`src/rtl/dlqm_pkg.sv`:
```
// Shared types and codes for the doubly linked queue manager.
// Used by dlqm_alu and doubly_linked_queue_manager; depends on nothing.
`default_nettype none

package dlqm_pkg;

    localparam int DEF_NODE_SLOTS = 64;
    localparam int DEF_SIZE_BITS  = 16;

    localparam logic [1:0] REQ_PUSH   = 2'd0;
    localparam logic [1:0] REQ_POP    = 2'd1;
    localparam logic [1:0] REQ_REMOVE = 2'd2;

    localparam logic [1:0] ST_OK      = 2'd0;
    localparam logic [1:0] ST_EMPTY   = 2'd1;
    localparam logic [1:0] ST_INVALID = 2'd2;

    typedef struct packed {
        logic [1:0]  req_type;
        logic [5:0]  node_index;
        logic [15:0] byte_size;
    } t_req;

    typedef struct packed {
        logic [1:0]  status;
        logic [5:0]  popped_index;
        logic [6:0]  node_count;
        logic [21:0] byte_total;
    } t_rsp;

    typedef struct packed {
        logic sub;
        logic inc_one;
    } t_alu_op;

endpackage

`default_nettype wire

```
`src/rtl/dlqm_alu.sv`:
```
// Shared add/subtract unit for the node count and the byte total.
// Depends on dlqm_pkg for the operation struct.
`default_nettype none

module dlqm_alu #(
    parameter int BW = 23
) (
    input  dlqm_pkg::t_alu_op i_op,
    input  logic [BW-1:0]     i_a,
    input  logic [BW-1:0]     i_b,
    output logic [BW-1:0]     o_y
);

    logic [BW-1:0] w_b;

    assign w_b = i_op.inc_one ? BW'(1) : i_b;
    assign o_y = i_op.sub ? (i_a - w_b) : (i_a + w_b);

endmodule

`default_nettype wire

```
`src/rtl/doubly_linked_queue_manager.sv`:
```
// Top level of the doubly linked queue manager: sequencer, link memories, list registers.
// Depends on dlqm_pkg and dlqm_alu.
//
// Usage:
// Requests enter on i_in_valid / o_in_stall with payload i_in_req; results leave on
// o_out_valid / i_out_stall with payload o_out_rsp, one result per request, in order.
// A request is taken while the sequencer is idle. Its links are read from and written
// to one-read one-write link and size memories, and the count and byte total are updated
// through one shared adder, one value per cycle.
// A push passes through S_PUSH_A, S_PUSH_B and S_DONE; a pop or remove through S_READ,
// S_UNL_A, S_UNL_B and S_DONE; a rejected or empty request goes straight to S_DONE,
// where the result is registered. The sequencer then returns to S_IDLE and takes the
// next request only after the result of the last one is registered.
// The result sits in an output register, so the next request is taken while it
// waits. If the receiver stalls and the register is still full when the next result
// is ready, the sequencer holds that result until the register frees up.
// Reset empties the list and clears all membership bits; link and size memories
// are not cleared and need no clearing pass.
`default_nettype none

module doubly_linked_queue_manager #(
    parameter int NODE_SLOTS = dlqm_pkg::DEF_NODE_SLOTS,
    parameter int SIZE_BITS  = dlqm_pkg::DEF_SIZE_BITS
) (
    input  logic          i_clk,
    input  logic          i_rst_n,
    input  logic          i_in_valid,
    output logic          o_in_stall,
    input  dlqm_pkg::t_req i_in_req,
    output logic          o_out_valid,
    input  logic          i_out_stall,
    output dlqm_pkg::t_rsp o_out_rsp
);

    localparam int AW = (NODE_SLOTS > 1) ? $clog2(NODE_SLOTS) : 1;
    localparam int LW = $clog2(NODE_SLOTS + 1);
    localparam int BW = SIZE_BITS + LW;
    localparam int CW = (LW > 6) ? LW : 6;
    localparam logic [LW-1:0] NIL = LW'(NODE_SLOTS);

    typedef enum logic [2:0] {
        S_IDLE,
        S_READ,
        S_PUSH_A,
        S_PUSH_B,
        S_UNL_A,
        S_UNL_B,
        S_DONE
    } t_state;

    t_state                r_state;
    logic [AW-1:0]         r_slot;
    logic [SIZE_BITS-1:0]  r_size;
    logic [1:0]            r_status;
    logic [AW-1:0]         r_popped;
    logic [AW-1:0]         r_head;
    logic [AW-1:0]         r_tail;
    logic [LW-1:0]         r_count;
    logic [BW-1:0]         r_bytes;
    logic [NODE_SLOTS-1:0] r_in_list;

    logic [LW-1:0]         m_next [NODE_SLOTS];
    logic [LW-1:0]         m_prev [NODE_SLOTS];
    logic [SIZE_BITS-1:0]  m_size [NODE_SLOTS];
    logic [LW-1:0]         r_next_q;
    logic [LW-1:0]         r_prev_q;
    logic [SIZE_BITS-1:0]  r_size_q;

    logic                  w_in_take;
    logic                  w_out_free;
    logic                  w_idx_ok;
    logic [AW-1:0]         w_idx_slot;

    logic                  w_nx_we;
    logic [AW-1:0]         w_nx_addr;
    logic [LW-1:0]         w_nx_data;
    logic                  w_pv_we;
    logic [AW-1:0]         w_pv_addr;
    logic [LW-1:0]         w_pv_data;
    logic                  w_sz_we;

    dlqm_pkg::t_alu_op     w_alu_op;
    logic [BW-1:0]         w_alu_a;
    logic [BW-1:0]         w_alu_b;
    logic [BW-1:0]         w_alu_y;

    assign o_in_stall = (r_state != S_IDLE);
    assign w_in_take  = i_in_valid && (r_state == S_IDLE);
    assign w_out_free = !o_out_valid || !i_out_stall;
    assign w_idx_ok   = CW'(i_in_req.node_index) < CW'(NODE_SLOTS);
    assign w_idx_slot = AW'(i_in_req.node_index);

    dlqm_alu #(
        .BW (BW)
    ) u_alu (
        .i_op (w_alu_op),
        .i_a  (w_alu_a),
        .i_b  (w_alu_b),
        .o_y  (w_alu_y)
    );

    always_comb begin
        w_alu_op.sub     = (r_state == S_UNL_A) || (r_state == S_UNL_B);
        w_alu_op.inc_one = (r_state == S_PUSH_B) || (r_state == S_UNL_B);
        w_alu_a          = r_bytes;
        w_alu_b          = BW'(r_size);
        unique case (r_state)
            S_PUSH_B, S_UNL_B: w_alu_a = BW'(r_count);
            S_UNL_A:           w_alu_b = BW'(r_size_q);
            default:           w_alu_a = r_bytes;
        endcase
    end

    always_comb begin
        w_nx_we   = 1'b0;
        w_nx_addr = r_slot;
        w_nx_data = NIL;
        w_pv_we   = 1'b0;
        w_pv_addr = r_slot;
        w_pv_data = NIL;
        w_sz_we   = 1'b0;
        unique case (r_state)
            S_PUSH_A: begin
                w_nx_we   = 1'b1;
                w_pv_we   = 1'b1;
                w_pv_data = (r_count != '0) ? LW'(r_tail) : NIL;
                w_sz_we   = 1'b1;
            end
            S_PUSH_B: begin
                w_nx_we   = (r_count != '0);
                w_nx_addr = r_tail;
                w_nx_data = LW'(r_slot);
            end
            S_UNL_A: begin
                w_nx_we   = (r_prev_q != NIL);
                w_nx_addr = AW'(r_prev_q);
                w_nx_data = r_next_q;
                w_pv_we   = (r_next_q != NIL);
                w_pv_addr = AW'(r_next_q);
                w_pv_data = r_prev_q;
            end
            default: begin
                w_nx_we = 1'b0;
            end
        endcase
    end

    always_ff @(posedge i_clk) begin
        if (w_nx_we) begin
            m_next[w_nx_addr] <= w_nx_data;
        end
        if (w_pv_we) begin
            m_prev[w_pv_addr] <= w_pv_data;
        end
        if (w_sz_we) begin
            m_size[r_slot] <= r_size;
        end
        r_next_q <= m_next[r_slot];
        r_prev_q <= m_prev[r_slot];
        r_size_q <= m_size[r_slot];
    end

    always_ff @(posedge i_clk) begin
        if (!i_rst_n) begin
            r_state     <= S_IDLE;
            r_head      <= '0;
            r_tail      <= '0;
            r_count     <= '0;
            r_bytes     <= '0;
            r_in_list   <= '0;
            o_out_valid <= 1'b0;
        end else begin
            if (o_out_valid && !i_out_stall && (r_state != S_DONE)) begin
                o_out_valid <= 1'b0;
            end
            unique case (r_state)
                S_IDLE: begin
                    if (w_in_take) begin
                        r_size <= SIZE_BITS'(i_in_req.byte_size);
                        if ((i_in_req.req_type == dlqm_pkg::REQ_POP) && (r_count != '0)) begin
                            r_slot   <= r_head;
                            r_popped <= r_head;
                        end else begin
                            r_slot   <= w_idx_slot;
                            r_popped <= '0;
                        end
                        unique case (i_in_req.req_type)
                            dlqm_pkg::REQ_PUSH: begin
                                if (!w_idx_ok || r_in_list[w_idx_slot]) begin
                                    r_status <= dlqm_pkg::ST_INVALID;
                                    r_state  <= S_DONE;
                                end else begin
                                    r_status <= dlqm_pkg::ST_OK;
                                    r_state  <= S_PUSH_A;
                                end
                            end
                            dlqm_pkg::REQ_POP: begin
                                if (r_count == '0) begin
                                    r_status <= dlqm_pkg::ST_EMPTY;
                                    r_state  <= S_DONE;
                                end else begin
                                    r_status <= dlqm_pkg::ST_OK;
                                    r_state  <= S_READ;
                                end
                            end
                            dlqm_pkg::REQ_REMOVE: begin
                                if (!w_idx_ok || !r_in_list[w_idx_slot]) begin
                                    r_status <= dlqm_pkg::ST_INVALID;
                                    r_state  <= S_DONE;
                                end else begin
                                    r_status <= dlqm_pkg::ST_OK;
                                    r_state  <= S_READ;
                                end
                            end
                            default: begin
                                r_status <= dlqm_pkg::ST_INVALID;
                                r_state  <= S_DONE;
                            end
                        endcase
                    end
                end
                S_READ: begin
                    r_state <= S_UNL_A;
                end
                S_PUSH_A: begin
                    r_bytes <= w_alu_y;
                    r_state <= S_PUSH_B;
                end
                S_PUSH_B: begin
                    r_count <= LW'(w_alu_y);
                    if (r_count == '0) begin
                        r_head <= r_slot;
                    end
                    r_tail            <= r_slot;
                    r_in_list[r_slot] <= 1'b1;
                    r_state           <= S_DONE;
                end
                S_UNL_A: begin
                    r_bytes <= w_alu_y;
                    if (r_prev_q == NIL) begin
                        r_head <= (r_next_q != NIL) ? AW'(r_next_q) : '0;
                    end
                    if (r_next_q == NIL) begin
                        r_tail <= (r_prev_q != NIL) ? AW'(r_prev_q) : '0;
                    end
                    r_state <= S_UNL_B;
                end
                S_UNL_B: begin
                    r_count           <= LW'(w_alu_y);
                    r_in_list[r_slot] <= 1'b0;
                    r_state           <= S_DONE;
                end
                S_DONE: begin
                    if (w_out_free) begin
                        o_out_valid             <= 1'b1;
                        o_out_rsp.status        <= r_status;
                        o_out_rsp.popped_index  <= 6'(r_popped);
                        o_out_rsp.node_count    <= 7'(r_count);
                        o_out_rsp.byte_total    <= 22'(r_bytes);
                        r_state                 <= S_IDLE;
                    end
                end
                default: begin
                    r_state <= S_IDLE;
                end
            endcase
        end
    end

    a_count_matches_members: assert property (@(posedge i_clk) disable iff (!i_rst_n)
        $countones(r_in_list) == int'(r_count))
        else $error("node count differs from membership bits");

    a_count_in_range: assert property (@(posedge i_clk) disable iff (!i_rst_n)
        int'(r_count) <= NODE_SLOTS)
        else $error("node count above slot count");

    a_empty_has_zero_count: assert property (@(posedge i_clk) disable iff (!i_rst_n)
        (o_out_valid && o_out_rsp.status == dlqm_pkg::ST_EMPTY)
            |-> (o_out_rsp.node_count == 7'd0 && o_out_rsp.byte_total == 22'd0))
        else $error("empty status with nonempty list");

    a_popped_only_on_ok: assert property (@(posedge i_clk) disable iff (!i_rst_n)
        (o_out_valid && o_out_rsp.status != dlqm_pkg::ST_OK)
            |-> (o_out_rsp.popped_index == 6'd0))
        else $error("popped index set on failed request");

endmodule

`default_nettype wire

```
`config.mk`:
```
export PLATFORM = sky130hd
export DESIGN_NAME = doubly_linked_queue_manager
export DESIGN_NICKNAME = d
export VERILOG_FILES = /design/src/rtl/dlqm_pkg.sv /design/src/rtl/dlqm_alu.sv /design/src/rtl/doubly_linked_queue_manager.sv
export SDC_FILE = /design/constraint.sdc
export NUM_CORES = 2
export LEC_CHECK = 0
export ABC_AREA = 1
export CAP_MARGIN = 40
export CORE_MARGIN = 3
export CORE_UTILIZATION = 30
export DETAILED_ROUTE_END_ITERATION = 8
export DONT_BUFFER_PORTS = 1
export PLACE_DENSITY = 0.52
export REMOVE_ABC_BUFFERS = 1
export SETUP_SLACK_MARGIN = 0.2
export SYNTH_ARGS = -nofsm -noshare
export SYNTH_HDL_FRONTEND = slang
export SYNTH_HIERARCHICAL = 1
export SYNTH_SLANG_ARGS = --single-unit
```
`constraint.sdc`:
```
create_clock -name i_clk -period 12 [get_ports i_clk]
set_clock_uncertainty 0.1 [all_clocks]
set_input_delay 1.2 -clock i_clk [delete_from_list [all_inputs] [get_ports i_clk]]
set_output_delay 1.2 -clock i_clk [all_outputs]
set_load 0.02 [all_outputs]
```
* Word level (Yosys, flattened, before mapping)
Memories as Yosys holds them, arrays and structs flattened. A register that Yosys moved wholly into a read port is not among the register bits.
Index checks and enable logic that the tools add are counted.
** Storage, ports and cells
- RAM bits :: 1920
- Logic and storage cells :: 113
- Memories :: 3
- Output and inout port bits :: 39
- Bits in registers :: 177
** Operators by class
- Order comparisons :: 3
- Mux-type cells :: 45
- Reductions and logical operators :: 24
- $add $sub $neg :: 2
- Bitwise operators :: 3
- Equal/unequal tests :: 18
** Memory list
- m_size :: words 64, width 16, read ports 1, clocked after Yosys merged registers in 1, write ports 1, line doubly_linked_queue_manager.sv:64 : logic [SIZE_BITS-1:0] m_size [NODE_SLOTS];
- m_next :: words 64, width 7, read ports 1, clocked after Yosys merged registers in 1, write ports 1, line doubly_linked_queue_manager.sv:62 : logic [LW-1:0] m_next [NODE_SLOTS];
- m_prev :: words 64, width 7, read ports 1, clocked after Yosys merged registers in 1, write ports 1, line doubly_linked_queue_manager.sv:63 : logic [LW-1:0] m_prev [NODE_SLOTS];
** Operators with widths (count)
- 64-bit case mux with 2 select lines :: 1
- 64-bit AND :: 1
- 64-bit inverter :: 1
- 64-bit OR :: 1
- 23-bit 2-to-1 mux :: 2
- 6-bit 2-to-1 mux :: 7
- 6-bit case mux with 2 select lines :: 3
- 16-bit 2-to-1 mux :: 2
- 7-bit case mux with 2 select lines :: 2
- 23-bit adder :: 1
- 23-bit subtractor :: 1
- 3-bit case mux with 6 select lines :: 1
- 3-bit 2-to-1 mux :: 5
- 7-bit equality test (second input constant) :: 2
- 6-bit by 7-bit < comparator with 1-bit output (second input constant) :: 2
- 7-bit inequality test (second input constant) :: 2
- 1-bit 2-to-1 mux :: 13
- 3-bit equality test (second input constant) :: 3
- 3-bit case mux with 3 select lines :: 1
- 3-bit AND reduction :: 3
- 7-bit zero test :: 1
- 7-bit 2-to-1 mux :: 1
- 7-bit nonzero test :: 1
- 1-bit binary-select mux with 6-bit select :: 1
- 22 further kinds :: 37

* Logic depth before layout (Yosys ltp)
- Word-level depth :: 7
- Depth in mapped cells :: 28
- Mapped depth without buffers :: 25

* By module
Netlist, hierarchy kept.
** Modules (own cells, without submodules)
- doubly_linked_queue_manager :: cells an instance 5419, times used 1, area an instance 79661.4 µm², seq. area each 62469.9 µm²
- dlqm_alu :: cells an instance 433, times used 1, area an instance 2253.4 µm², seq. area each 0.0 µm²

* Worst setup path after synthesis
OpenSTA, ideal clock, no wires.
- Path kind :: in2reg
- Start point :: in i_rst_n
- End point :: reg o_out_rsp[0] in the netlist's numbering, enable pin
- Setup time :: 0.477 ns
- Setup slack :: 7.304 ns
- Required time :: 11.423 ns
- Buffers on the path :: 1
- Stages :: 3
- Arrival :: 4.119 ns
- Cells stage by stage :: clkinv_1 -> clkbuf_1 -> nor3_1
** Between the ends
- Cells in the longest elaborated chain, start to end :: 1
** RTL lines
- from (decl) :: line doubly_linked_queue_manager.sv:26 : input logic i_rst_n,
- 3-bit AND reduction (no line)
- to (decl) :: line doubly_linked_queue_manager.sv:32 : output dlqm_pkg::t_rsp o_out_rsp
Every way passes these cells.
A chain may end at the register's enable or synchronous reset.

==> results.tsv <==
stage	metric	value	unit
sta	Final Critical Period	5.03	ns
sta	Setup TNS Final	0	ns
floorplanning	row cnt	191	
clocking	post-cts resize count	0	
clocking	Hold-fix buffers, CTS	0	
sta	worst-margin pin slew	0.931	ns
sta	fin. max-slew vios	0	
power_and_ir_drop	PD cells	202	nW/um^2
floorplanning	IO Pins	67	
floorplanning	Die X	528	microns
clocking	H-Tree Depth	4	
drt	vias per inst	5.14	
global_route	initial antenna violation count	15	
synth	Synth Instances	5823	
setup_path	crit path kind	flip-flop to flip-flop	
sta	Fin. Hold Viols	0	
drt	residual DRC count	0	
setup_path	Crit-path slowest cell	nand2_1	
drt	Routed WL per cell	25.0	microns
floorplanning	die height	528	microns
clocking	CTS Buffer Depth	3	
final_layout	most frequent cells in the layout	edfxtp_1 (1987), nand2_1 (1284), a22oi_1 (313), nor2_1 (307), nand4_1 (264)	
setup_path	Critical Path RT	12.61	ns
power_and_ir_drop	P_leak	30.3	nW
placed_design	DP Wirelength	139	mm
sta	RSZ-0062 raised after global routing	no	
final_layout	commonest non-fill, non-tap cell in the layout	edfxtp_1	
drt	DRT iter0 DRCs	4828	
final_layout	Nets	5942	
clocking	CTS clk-pin slew, worst paths	0.06	ns
clocking	TritonCTS buffer count	212	
placed_design	IO buf count	0	
synth	Synth Cell Area	81800	sq um
hold_path	worst min path class	flip-flop to flip-flop	
power_and_ir_drop	maximum VDD drop	128	uV
floorplanning	core area	271000	sq um
floorplanning	Initial Utilization	30.2	%
drt	DR pass1 iterations	6	
flow_run	Max Cap Violations	0	
global_route	largest net degree at the start of global routing	116	
setup_path	CP Capture Type	flip-flop	
sta	WHS	0.332	ns
synth	Yosys warnings	6	
setup_path	largest stage delay on the critical path	0.62	ns
floorplanning	die area	279000	sq um
placed_design	Final Wtd Congestion	0.800	
setup_path	worst path cell trace	inv_1 -> nor2_1 -> nand2_1 -> nand2_2 -> buf_4 -> nor2_2 -> nand3_1 -> o21ai_0 -> xor2_1 -> inv_1 -> ha_1 -> a21oi_1 -> o21ai_0 -> nand2_1 -> nand2_1 -> nand2_1 -> nand3_1 -> nand2_1 -> nand2_1 -> o21ai_0 -> a21oi_1	
synth	Syn Area/Cell	14.0	sq um
final_layout	synth-to-layout area growth	14.8	%
outcome	status	complete, no violations	
global_route	first-pass GRT wire length	349	mm
drt	routed via count	49600	
drt	final antenna-violating net count	0	
drt	final wirelength	241	mm
sta	Worst slew margin	37.8	%
setup_path	most frequent CP cell	nand2_1	
clocking	clock sink count	2126	
setup_path	worst-path fanout max	49	
clocking	clk root buf	clkbuf_16	
clocking	CTS tree	done	
global_route	vias in the first global route	49100	
sta	period utilization	41.9	%
clocking	Post-CTS Setup Bufs	0	
global_route	total track usage	16.9	%
setup_path	Worst setup SP type	flip-flop	
setup_path	crit path DAT	5.64	ns
clocking	Worst-Skew Late Latency	0.84	ns
sta	Peak Freq	199	MHz
final_layout	share of cells above drive strength 1	10.1	%
sta	Setup Viol. Count Final	0	
global_route	gr ovfl total	0	
state kept, by name, indices dropped and copies added, names as in the netlist, named ones only:
register and cells:
r_prev_q 7, m_next 448, r_size 16, r_bytes 22, r_status 2, m_size 1024, r_slot 6, r_head 6
r_count 7, r_next_q 7, o_out_rsp 37, o_out_valid 1, r_size_q 16, m_prev 448, r_tail 6, r_state 3
r_popped 6
routing by layer:
layer / vias up / global-route usage (%) / wire (microns)
met3: 385 / 2.75 / 15200
met2: 1663 / 28.5 / 118000
li1: 22100 / - / -
met5: - / 0 / 0
met1: 25400 / 22.4 / 102000
met4: 0 / 4.93 / 6580
worst paths after layout:
| kind | start | endpoint | slack, ns | depth (start not counted) |
|---|---|---|---|---|
| min | r_bytes[8] | o_out_rsp[8] | 0.33 | 0 |
| min reg2reg | r_bytes[8] | o_out_rsp[8] | 0.33 | 0 |
| max reg2reg | r_state[2] | r_bytes[18] | 6.97 | 21 |
| max | r_state[2] | r_bytes[18] | 6.97 | 21 |
through the flow:
step                utilization [%]  cell area [sq um]  setup WS [ns]  total power [mW]  cells
global placement               31.9              86500           6.93              12.4   9224
global route                   34.6              93900           6.45              19.7   9642
finish                         34.6              93900           6.97              19.0   9642
floorplan                         -              80400           6.38              10.9   5519
detailed placement             32.0              86800           7.00              12.4   9247
CTS                            34.6              93900           7.00              19.1   9640
where the power goes:
part	total, mW	switching (mW)	internal, mW
clock network	6.73	2.84	3.89
registers	8.87	0.178	8.69
logic	3.39	2.56	0.826
final cells by class:
class	instances	area [sq um]
timing repair buffer	158	1440
multi-input combinational	3193	17700
antenna	2	5.00
fill	26100	177000
sequential	2126	62400
tap	3570	4470
clock buffer	267	5730
inverter	200	821
clock inverter	126	1300
worst max-delay path: cells and delay by family, from the launching register on:
family / cells / cell delay, ns
and+or+nand+nor: 11 / 2.18
DFF: 1 / 0.45
xor gates and xnor gates: 1 / 0.16
AOI/OAI and AO/OA: 5 / 1.03
adders and majority gates: 1 / 0.33
buffers and inverters: 3 / 0.63
(Power assumes the default switching activity.)
